`config.mk`:
```
export PLATFORM = sky130hd
export DESIGN_NAME = timed_retry_target_table
export DESIGN_NICKNAME = d
export VERILOG_FILES = /design/src/rtl/core/trr_pkg.sv /design/src/rtl/core/trr_ram.sv /design/src/rtl/core/timed_retry_target_table.sv
export SDC_FILE = /design/constraint.sdc
export NUM_CORES = 2
export LEC_CHECK = 0
export CORE_AREA = 2 2 334 468
export CTS_CLUSTER_DIAMETER = 120
export DETAILED_ROUTE_END_ITERATION = 7
export DIE_AREA = 0 0 336 470
export DONT_BUFFER_PORTS = 1
export PLACE_DENSITY = 0.69
export SLEW_MARGIN = 40
export SYNTH_ARGS = -nofsm -noshare
export SYNTH_HDL_FRONTEND = slang
export SYNTH_SLANG_ARGS = --single-unit
```
`constraint.sdc`:
```
create_clock -name i_clk -period 34.9 [get_ports i_clk]
set_input_delay 1.745 -clock i_clk [delete_from_list [all_inputs] [get_ports i_clk]]
set_output_delay 1.745 -clock i_clk [all_outputs]
set_load 0.01 [all_outputs]
```
`src/rtl/core/trr_pkg.sv`:
```
// ----------------------------------------------------------------------------
// trr_pkg
// Shared types and constants of the timed retry target table.
// ----------------------------------------------------------------------------
`timescale 1ns / 1ps
`default_nettype none

package trr_pkg;

    // Table geometry.
    localparam int TABLE_DEPTH = 8;
    localparam int MAX_BURST   = 8;
    localparam int IDX_W       = (TABLE_DEPTH > 1) ? $clog2(TABLE_DEPTH) : 1;

    // Field widths.
    localparam int ADDR_W = 48;
    localparam int TIME_W = 32;
    localparam int ATT_W  = 8;
    localparam int SEQ_W  = 16;
    localparam int BURST_W = 4;
    localparam int CFG_W  = 16;
    localparam int CFG_IDX_W = 2;

    // Function codes of an input item.
    localparam logic [1:0] FUNC_ADD    = 2'd0;
    localparam logic [1:0] FUNC_REMOVE = 2'd1;
    localparam logic [1:0] FUNC_TICK   = 2'd2;

    // Configuration register indexes.
    localparam logic [CFG_IDX_W-1:0] CFG_MAX_ATTEMPTS   = 2'd0;
    localparam logic [CFG_IDX_W-1:0] CFG_BURST_LENGTH   = 2'd1;
    localparam logic [CFG_IDX_W-1:0] CFG_RETRY_INTERVAL = 2'd2;
    localparam logic [CFG_IDX_W-1:0] CFG_GRACE_DELAY    = 2'd3;

    // One stored table entry.
    typedef struct packed {
        logic [ADDR_W-1:0] station;
        logic [ADDR_W-1:0] bssid;
        logic [TIME_W-1:0] due_time;
        logic [ATT_W-1:0]  attempts;
        logic [SEQ_W-1:0]  seq_cnt;
    } t_entry;

    localparam int ENTRY_W = $bits(t_entry);

endpackage

`default_nettype wire

```
`src/rtl/core/trr_ram.sv`:
```
// ----------------------------------------------------------------------------
// trr_ram
// Generic single write port RAM with one registered read port.
// ----------------------------------------------------------------------------
`timescale 1ns / 1ps
`default_nettype none

module trr_ram #(
    parameter int WIDTH = 8,
    parameter int DEPTH = 8
) (
    input  wire logic                             i_clk,
    input  wire logic                             i_we,
    input  wire logic [$clog2(DEPTH)-1:0]         i_waddr,
    input  wire logic [WIDTH-1:0]                 i_wdata,
    input  wire logic [$clog2(DEPTH)-1:0]         i_raddr,
    output logic      [WIDTH-1:0]                 o_rdata
);

    logic [WIDTH-1:0] r_mem [DEPTH];

    // Write port and registered read port.
    always_ff @(posedge i_clk) begin
        if (i_we) begin
            r_mem[i_waddr] <= i_wdata;
        end
        o_rdata <= r_mem[i_raddr];
    end

endmodule

`default_nettype wire

```
`src/rtl/core/timed_retry_target_table.sv`:
```
// Add and remove walk the table, one entry per cycle.
// A tick walks every entry, emits the frame requests of each due entry's burst
// as the output allows, and then releases the final frame.
// Items are taken one at a time; the next item is taken when the walk ends.
// Reset clears the valid bits and the control state at once; no clearing pass.
// Configuration registers reset to 3, 1, 5 and 5.
// ----------------------------------------------------------------------------
// timed_retry_target_table
// Target table keyed by station and BSSID that emits timed bursts of frame
// requests on each tick.
// ----------------------------------------------------------------------------
`timescale 1ns / 1ps
`default_nettype none

module timed_retry_target_table (
    input  wire logic                               i_clk,
    input  wire logic                               i_rst_n,
    // Configuration write port.
    input  wire logic                               i_cfg_we,
    input  wire logic [trr_pkg::CFG_IDX_W-1:0]      i_cfg_index,
    input  wire logic [trr_pkg::CFG_W-1:0]          i_cfg_data,
    // Input channel.
    input  wire logic                               i_in_valid,
    output logic                                    o_in_stall,
    input  wire logic [1:0]                         i_func,
    input  wire logic [trr_pkg::ADDR_W-1:0]         i_station,
    input  wire logic [trr_pkg::ADDR_W-1:0]         i_bssid,
    input  wire logic                               i_grace,
    input  wire logic [trr_pkg::SEQ_W-1:0]          i_seed_sequence,
    input  wire logic [trr_pkg::TIME_W-1:0]         i_now_seconds,
    // Output channel.
    output logic                                    o_out_valid,
    input  wire logic                               i_out_stall,
    output logic [trr_pkg::ADDR_W-1:0]              o_out_station,
    output logic [trr_pkg::ADDR_W-1:0]              o_out_bssid,
    output logic [trr_pkg::SEQ_W-1:0]               o_sequence_control,
    output logic                                    o_last
);

    import trr_pkg::*;

    typedef enum logic [3:0] {
        S_IDLE  = 4'b0001,
        S_CHECK = 4'b0010,
        S_EMIT  = 4'b0100,
        S_FLUSH = 4'b1000
    } t_state;

    localparam logic [IDX_W-1:0]   LAST_IDX  = IDX_W'(TABLE_DEPTH - 1);
    localparam logic [BURST_W-1:0] BURST_MAX = BURST_W'(MAX_BURST);

    // Configuration registers.
    logic [ATT_W-1:0]   r_max_att;
    logic [BURST_W-1:0] r_burst_len;
    logic [15:0]        r_interval;
    logic [15:0]        r_grace_dly;

    // Control state.
    t_state             r_state, n_state;
    logic [IDX_W-1:0]   r_idx, n_idx;
    logic [TABLE_DEPTH-1:0] r_valid, n_valid;
    logic [BURST_W-1:0] r_cnt, n_cnt;
    logic               r_p_valid, n_p_valid;
    logic               r_out_valid, n_out_valid;

    // Latched item and working entry.
    logic [1:0]         r_func;
    logic [ADDR_W-1:0]  r_sta, r_bss;
    logic               r_grace;
    logic [SEQ_W-1:0]   r_seed;
    logic [TIME_W-1:0]  r_now;
    t_entry             r_ent, n_ent;

    // Pending frame and output register.
    logic [ADDR_W-1:0]  r_p_sta, r_p_bss, r_out_sta, r_out_bss;
    logic [SEQ_W-1:0]   r_p_seq, r_out_seq;
    logic               r_out_last;

    // Memory port signals.
    logic               ram_we;
    logic [IDX_W-1:0]   ram_waddr;
    t_entry             ram_wdata;
    t_entry             rd_ent;
    logic [ENTRY_W-1:0] rd_raw;

    logic               out_free, gen, move, move_last;
    logic               hit, fire, any_free;
    logic [IDX_W-1:0]   free_idx;
    logic [BURST_W-1:0] burst_sat;
    logic [TIME_W-1:0]  add_due;

    trr_ram #(.WIDTH(ENTRY_W), .DEPTH(TABLE_DEPTH)) u_ram (
        .i_clk   (i_clk),
        .i_we    (ram_we),
        .i_waddr (ram_waddr),
        .i_wdata (ram_wdata),
        .i_raddr (n_idx),
        .o_rdata (rd_raw)
    );
    assign rd_ent = t_entry'(rd_raw);

    // Configuration writes.
    always_ff @(posedge i_clk) begin
        if (!i_rst_n) begin
            r_max_att   <= ATT_W'(3);
            r_burst_len <= BURST_W'(1);
            r_interval  <= 16'd5;
            r_grace_dly <= 16'd5;
        end else if (i_cfg_we) begin
            case (i_cfg_index)
                CFG_MAX_ATTEMPTS:   r_max_att   <= i_cfg_data[ATT_W-1:0];
                CFG_BURST_LENGTH:   r_burst_len <= i_cfg_data[BURST_W-1:0];
                CFG_RETRY_INTERVAL: r_interval  <= i_cfg_data;
                CFG_GRACE_DELAY:    r_grace_dly <= i_cfg_data;
                default: ;
            endcase
        end
    end

    // Lowest free slot from the valid bits.
    always_comb begin
        any_free = 1'b0;
        free_idx = '0;
        for (int i = TABLE_DEPTH - 1; i >= 0; i--) begin
            if (!r_valid[i]) begin
                any_free = 1'b1;
                free_idx = IDX_W'(i);
            end
        end
    end

    assign burst_sat = (r_burst_len > BURST_MAX) ? BURST_MAX : r_burst_len;
    assign add_due   = r_grace ? (r_now + TIME_W'(r_grace_dly)) : r_now;
    assign hit  = r_valid[r_idx] && (rd_ent.station == r_sta) && (rd_ent.bssid == r_bss);
    assign fire = r_valid[r_idx] && (rd_ent.due_time <= r_now) && (rd_ent.attempts != '0);

    // Frame hand-off: the pending frame leaves only when a newer frame replaces
    // it or at the end of a tick, so the final one can be marked.
    assign out_free  = !r_out_valid || !i_out_stall;
    assign gen       = (r_state == S_EMIT) && (!r_p_valid || out_free);
    assign move_last = (r_state == S_FLUSH);
    assign move      = r_p_valid && out_free && (gen || move_last);

    // Main sequencer.
    always_comb begin
        n_state   = r_state;
        n_idx     = r_idx;
        n_valid   = r_valid;
        n_cnt     = r_cnt;
        n_ent     = r_ent;
        ram_we    = 1'b0;
        ram_waddr = r_idx;
        ram_wdata = rd_ent;
        n_p_valid = move ? 1'b0 : r_p_valid;

        case (r_state)
            S_IDLE: begin
                n_idx = '0;
                if (i_in_valid && (i_func inside {FUNC_ADD, FUNC_REMOVE, FUNC_TICK})) begin
                    n_state = S_CHECK;
                end
            end
            S_CHECK: begin
                if (r_func == FUNC_TICK) begin
                    if (fire && burst_sat == '0) begin
                        ram_we             = 1'b1;
                        ram_wdata.due_time = rd_ent.due_time + TIME_W'(r_interval);
                        ram_wdata.attempts = rd_ent.attempts - ATT_W'(1);
                    end
                    if (fire && burst_sat != '0) begin
                        n_ent   = rd_ent;
                        n_cnt   = burst_sat;
                        n_state = S_EMIT;
                    end else if (r_idx == LAST_IDX) begin
                        n_state = S_FLUSH;
                    end else begin
                        n_idx = r_idx + IDX_W'(1);
                    end
                end else if (hit) begin
                    // Matching target: refresh or delete it.
                    n_state = S_IDLE;
                    if (r_func == FUNC_ADD) begin
                        ram_we             = 1'b1;
                        ram_wdata.due_time = add_due;
                        ram_wdata.attempts = r_max_att;
                    end else begin
                        n_valid[r_idx] = 1'b0;
                    end
                end else if (r_idx == LAST_IDX) begin
                    // No match anywhere: an add takes the lowest free slot, if there is one.
                    n_state = S_IDLE;
                    if (r_func == FUNC_ADD && any_free) begin
                        ram_we            = 1'b1;
                        ram_waddr         = free_idx;
                        ram_wdata.station = r_sta;
                        ram_wdata.bssid   = r_bss;
                        ram_wdata.due_time = add_due;
                        ram_wdata.attempts = r_max_att;
                        ram_wdata.seq_cnt  = r_seed;
                        n_valid[free_idx]  = 1'b1;
                    end
                end else begin
                    n_idx = r_idx + IDX_W'(1);
                end
            end
            S_EMIT: begin
                if (gen) begin
                    n_p_valid    = 1'b1;
                    n_ent.seq_cnt = r_ent.seq_cnt + SEQ_W'(1);
                    n_cnt        = r_cnt - BURST_W'(1);
                    if (r_cnt == BURST_W'(1)) begin
                        // Burst done: write the entry back and move on.
                        ram_we             = 1'b1;
                        ram_wdata          = r_ent;
                        ram_wdata.due_time = r_ent.due_time + TIME_W'(r_interval);
                        ram_wdata.attempts = r_ent.attempts - ATT_W'(1);
                        ram_wdata.seq_cnt  = r_ent.seq_cnt + SEQ_W'(1);
                        if (r_idx == LAST_IDX) begin
                            n_state = S_FLUSH;
                        end else begin
                            n_idx   = r_idx + IDX_W'(1);
                            n_state = S_CHECK;
                        end
                    end
                end
            end
            S_FLUSH: begin
                if (!r_p_valid || move) begin
                    n_state = S_IDLE;
                end
            end
            default: n_state = S_IDLE;
        endcase
    end

    assign n_out_valid = out_free ? move : r_out_valid;

    // Control registers.
    always_ff @(posedge i_clk) begin
        if (!i_rst_n) begin
            r_state     <= S_IDLE;
            r_idx       <= '0;
            r_valid     <= '0;
            r_cnt       <= '0;
            r_p_valid   <= 1'b0;
            r_out_valid <= 1'b0;
        end else begin
            r_state     <= n_state;
            r_idx       <= n_idx;
            r_valid     <= n_valid;
            r_cnt       <= n_cnt;
            r_p_valid   <= n_p_valid;
            r_out_valid <= n_out_valid;
        end
    end

    // Payload registers.
    always_ff @(posedge i_clk) begin
        if (r_state == S_IDLE && i_in_valid) begin
            r_func  <= i_func;
            r_sta   <= i_station;
            r_bss   <= i_bssid;
            r_grace <= i_grace;
            r_seed  <= i_seed_sequence;
            r_now   <= i_now_seconds;
        end
        r_ent <= n_ent;
        if (move) begin
            r_out_sta  <= r_p_sta;
            r_out_bss  <= r_p_bss;
            r_out_seq  <= r_p_seq;
            r_out_last <= move_last;
        end
        if (gen) begin
            r_p_sta <= r_ent.station;
            r_p_bss <= r_ent.bssid;
            r_p_seq <= {r_ent.seq_cnt[11:0], 4'b0000};
        end
    end

    assign o_in_stall         = (r_state != S_IDLE);
    assign o_out_valid        = r_out_valid;
    assign o_out_station      = r_out_sta;
    assign o_out_bssid        = r_out_bss;
    assign o_sequence_control = r_out_seq;
    assign o_last             = r_out_last;

    // The pending frame is always released before the block goes idle.
    a_idle_no_pending: assert property (@(posedge i_clk) disable iff (!i_rst_n)
        (r_state == S_IDLE) |-> !r_p_valid)
        else $error("pending frame left behind at idle");

    // A burst writes its entry back only on its final frame.
    a_emit_wb_last: assert property (@(posedge i_clk) disable iff (!i_rst_n)
        (r_state == S_EMIT && ram_we) |-> (r_cnt == BURST_W'(1)))
        else $error("entry written back mid-burst");

    // Frames only leave during a tick walk or its flush.
    a_move_in_tick: assert property (@(posedge i_clk) disable iff (!i_rst_n)
        move |-> (r_func == FUNC_TICK))
        else $error("frame transfer outside a tick");

endmodule

`default_nettype wire

```
==> impl_results.md <==
- Congestion Overflow GR: 0
- Outcome: finished with violations
- Largest stage delay, worst path: 0.84 ns
- Top cells by area, synth: edfxtp_1 (66%), mux2i_1 (12%), dfxtp_1 (5.6%)
- Vias in the first global route: 40189
- Die X: 336 µm
- Top Ports: 285
- Relative slew slack: 39.4%
- Main combinational cell family by area after synthesis: multiplexers
- Final Util: 55.3%
- Final RePlAce weighted congestion: 0.863
- CTS tree: built
- Max Cap Viol: 0
- CP Class: flop to flop
- Most used DFF post-synth: edfxtp_1
- CTS sink count: 1905
- Share of layout cells above drive strength 1: 11.6%
- WP data required: 35.60 ns
- Via-to-Cell Ratio: 5.85
- GR Util All Layers: 22.8%
- RSZ-0062 raised after global routing: no
- Flops & latches, synth: 1905
- Cts hold-fix bufs: 0
- Die Y: 470 µm
- Num CTS Buffers: 174
- Power Density: 57.6 nW/µm²
- Count of final hold-check violations: 0
- CTS Buffer Depth: 3
- Synth Instances: 4640
- Drt pass-1 iters: 8
- Post-Synth Simple-Gate Area: 3.42%
- Leakage power: 0.0294 µW
- Area grow syn2layout: 11.6%
- Share of Yosys cell area claimed by the top area cell type: 66.4%
- Fin crit share: 18.8%
- Total core area: 154000 µm²
- Final nets: 4947
- Critical Path AT: 7.26 ns
- H-tree Lvls: 4
- Critical path's most frequent cell: buf_4
- Initial antenna violation count: 43
- Post-synthesis compound-gate area fraction: 4.70%
- Row cnt: 171
- Largest net degree at the start of global routing: 104
- Crit path time final: 6.56 ns
- Clk Latency, worst-skew pair: 0.84 ns
- Failing checks: DRC
- CP Capture Type: flop
- Post-Syn Area: 76500 µm²
- Final wirelength: 183000 µm
- Worst Max-Slew Pin Slew: 0.905 ns
- Synth async-reset ratio: 0%
- Final setup vio count: 0
- HP Class: flop to flop
- Sequential area share after synthesis: 72.0%
- Cell chosen for the clock root: clkbuf_16
- First-pass GRT wire length: 262000 µm
- Synth warnings: 0
- EDFF count, synth: 1692
- Mean post-synth cell area: 16.5 µm²
- Routed wire length per instance: 26.4 µm
- Post_cts resized: 0
- CP startpoint kind: flop
- Initial core utilization: 49.6%
- Critical-path cell list: xor2_1 -> nor4_1 -> nand3_1 -> nor4_2 -> a31o_2 -> a211oi_1 -> a311oi_4 -> buf_4 -> buf_12 -> buf_4 -> buf_6 -> mux2i_1 -> mux2_2
- DR DRC count: 3
- Synth Area in Adders: 1.50%
- Clk pin slew, worst setup/hold paths: 0.07 ns
- IO Port Bufs: 0
- Final setup TNS: 0 ns
- Pins over their slew limit: 0
- Die area: 158000 µm²
- Worst-path fanout max: 63
- HPWL reported at the end of detailed placement: 108000 µm
- Routed via count: 40541
- Mux cell area share after synthesis: 14.1%
- DR iter-0 viols: 4318
- Worst vdd ir: 0.0681 mV
- Crit-path slowest cell: nor4_2
- Synth unique cells: 84
- Fin Clk Skew: 0.0462 ns
- XOR/XNOR Fraction of Synth Area: 2.04%
- Largest area contributor in the synthesized netlist: edfxtp_1
- Antenna viol nets, final: 0
- # Post-CTS Setup Buffers: 0
- F_max: 152 MHz
-- worst max-delay path: cells and delay by family (launching register included) --
kind | cells | cell delay (ns)
AND/OR/NAND/NOR | 3 | 1.79
AO/OA/AOI/OAI | 3 | 0.71
flip-flops | 1 | 0.41
buffers and inverters | 4 | 2.49
XOR/XNOR | 1 | 0.26
multiplexers | 2 | 0.51
-- per-layer routing --
layer	GRT usage [%]	part of all wire, %	routed length [µm]
met4	9.43	3.9	7090
met1	28.1	39	70800
met3	6.32	9.0	16400
met2	37.9	48	88000
met5	0	0.17	314
-- cells in the final DEF, fill, tap and decap left out, types with 15 or more instances in the layout --
cell type,synthesis,layout
a21o_1,20,20
buf_6,15,19
nor2_1,104,93
clkbuf_16,0,175
nor4_1,42,40
a21oi_1,128,127
clkbuf_8,0,18
bufinv_16,0,18
nor3_1,33,30
buf_4,21,32
nand3_1,60,60
and3_1,19,19
clkbuf_1,89,31
mux2_2,150,150
a221o_1,24,24
o21ai_0,81,75
a31oi_1,15,15
xor2_1,134,127
diode_2,0,15
nand4_1,25,25
a222oi_1,97,97
edfxtp_1,1692,1692
ha_1,87,87
xnor2_1,44,44
mux2i_1,912,912
nand2_1,182,180
clkinv_2,0,36
inv_1,158,158
dfxtp_1,213,213
clkinv_1,0,19
-- registers in the layout, indices dropped and copies added (netlist names), 16 cells and up --
signal	cells
r_now	32
o_out_station	48
u_ram.r_mem	1184
u_ram.o_rdata	148
o_out_bssid	48
r_sta	48
r_interval	16
r_ent	148
r_grace_dly	16
r_bss	48
r_p_bss	48
r_p_sta	48
-- power by group --
part	switching, µW	leakage, µW	internal (µW)
Sequential	47.7	0.0171	2580
Combinational	228	0.00944	100
Clock	854	0.00288	1110
Total	1130	0.0294	3790
-- cell usage after synthesis, types with 14 or more instances --
cell,number
a21o_1,20
a21oi_1,128
a221o_1,24
a222oi_1,97
a31oi_1,15
and3_1,19
buf_2,83
buf_4,21
buf_6,15
clkbuf_1,89
dfxtp_1,213
edfxtp_1,1692
ha_1,87
inv_1,158
mux2_2,150
mux2i_1,912
nand2_1,182
nand3_1,60
nand4_1,25
nor2_1,104
nor3_1,33
nor4_1,42
o211ai_1,14
o21ai_0,81
xnor2_1,44
xor2_1,134
-- path summary, 6_finish.rpt --
kind	from	to	slack, ns	depth (start not counted)
max reg2reg	r_sta[3]$_DFFE_PP_	u_ram.o_rdata[102]$_DFF_P_	28.34	13
max	r_sta[3]$_DFFE_PP_	u_ram.o_rdata[102]$_DFF_P_	28.34	13
min	r_p_bss[46]$_DFFE_PP_	o_out_bssid[46]$_DFFE_PP_	0.40	0
min reg2reg	r_p_bss[46]$_DFFE_PP_	o_out_bssid[46]$_DFFE_PP_	0.40	0
-- logic make-up after synthesis --
kind of cell	count (synthesis)
DFF	1905
and+or+nand+nor	534
other	1
muxes	1062
AOI/OAI and AO/OA	501
xor gates and xnor gates	178
buffers and inverters	369
adders and majority gates	90
-- stage by stage --
step | hold WS [ns] | instances | instance area, µm² | worst slack (ns) | total power (µW)
2_1_floorplan | 0.400 | 4643 | 76500 | 21.55 | 2870
3_3_place_gp | 0.404 | 6571 | 78800 | 27.53 | 2990
3_5_place_dp | 0.405 | 6584 | 79300 | 28.47 | 3000
4_1_cts | 0.403 | 6912 | 85200 | 28.43 | 4950
5_1_grt | 0.421 | 6915 | 85300 | 28.13 | 5060
6_report | 0.404 | 6930 | 85400 | 28.34 | 4920
-- area by class of cell --
type,instances,area (µm²)
Multi-Input combinational cell,2369,20000
Timing Repair Buffer,78,1080
Sequential cell,1905,55100
Antenna cell,15,37.5
Inverter,159,599
Tap cell,2076,2600
Clock buffer,224,4740
Fill cell,11751,68900
Clock inverter,104,1200
No activity file was read; power rests on OpenSTA's default activity.
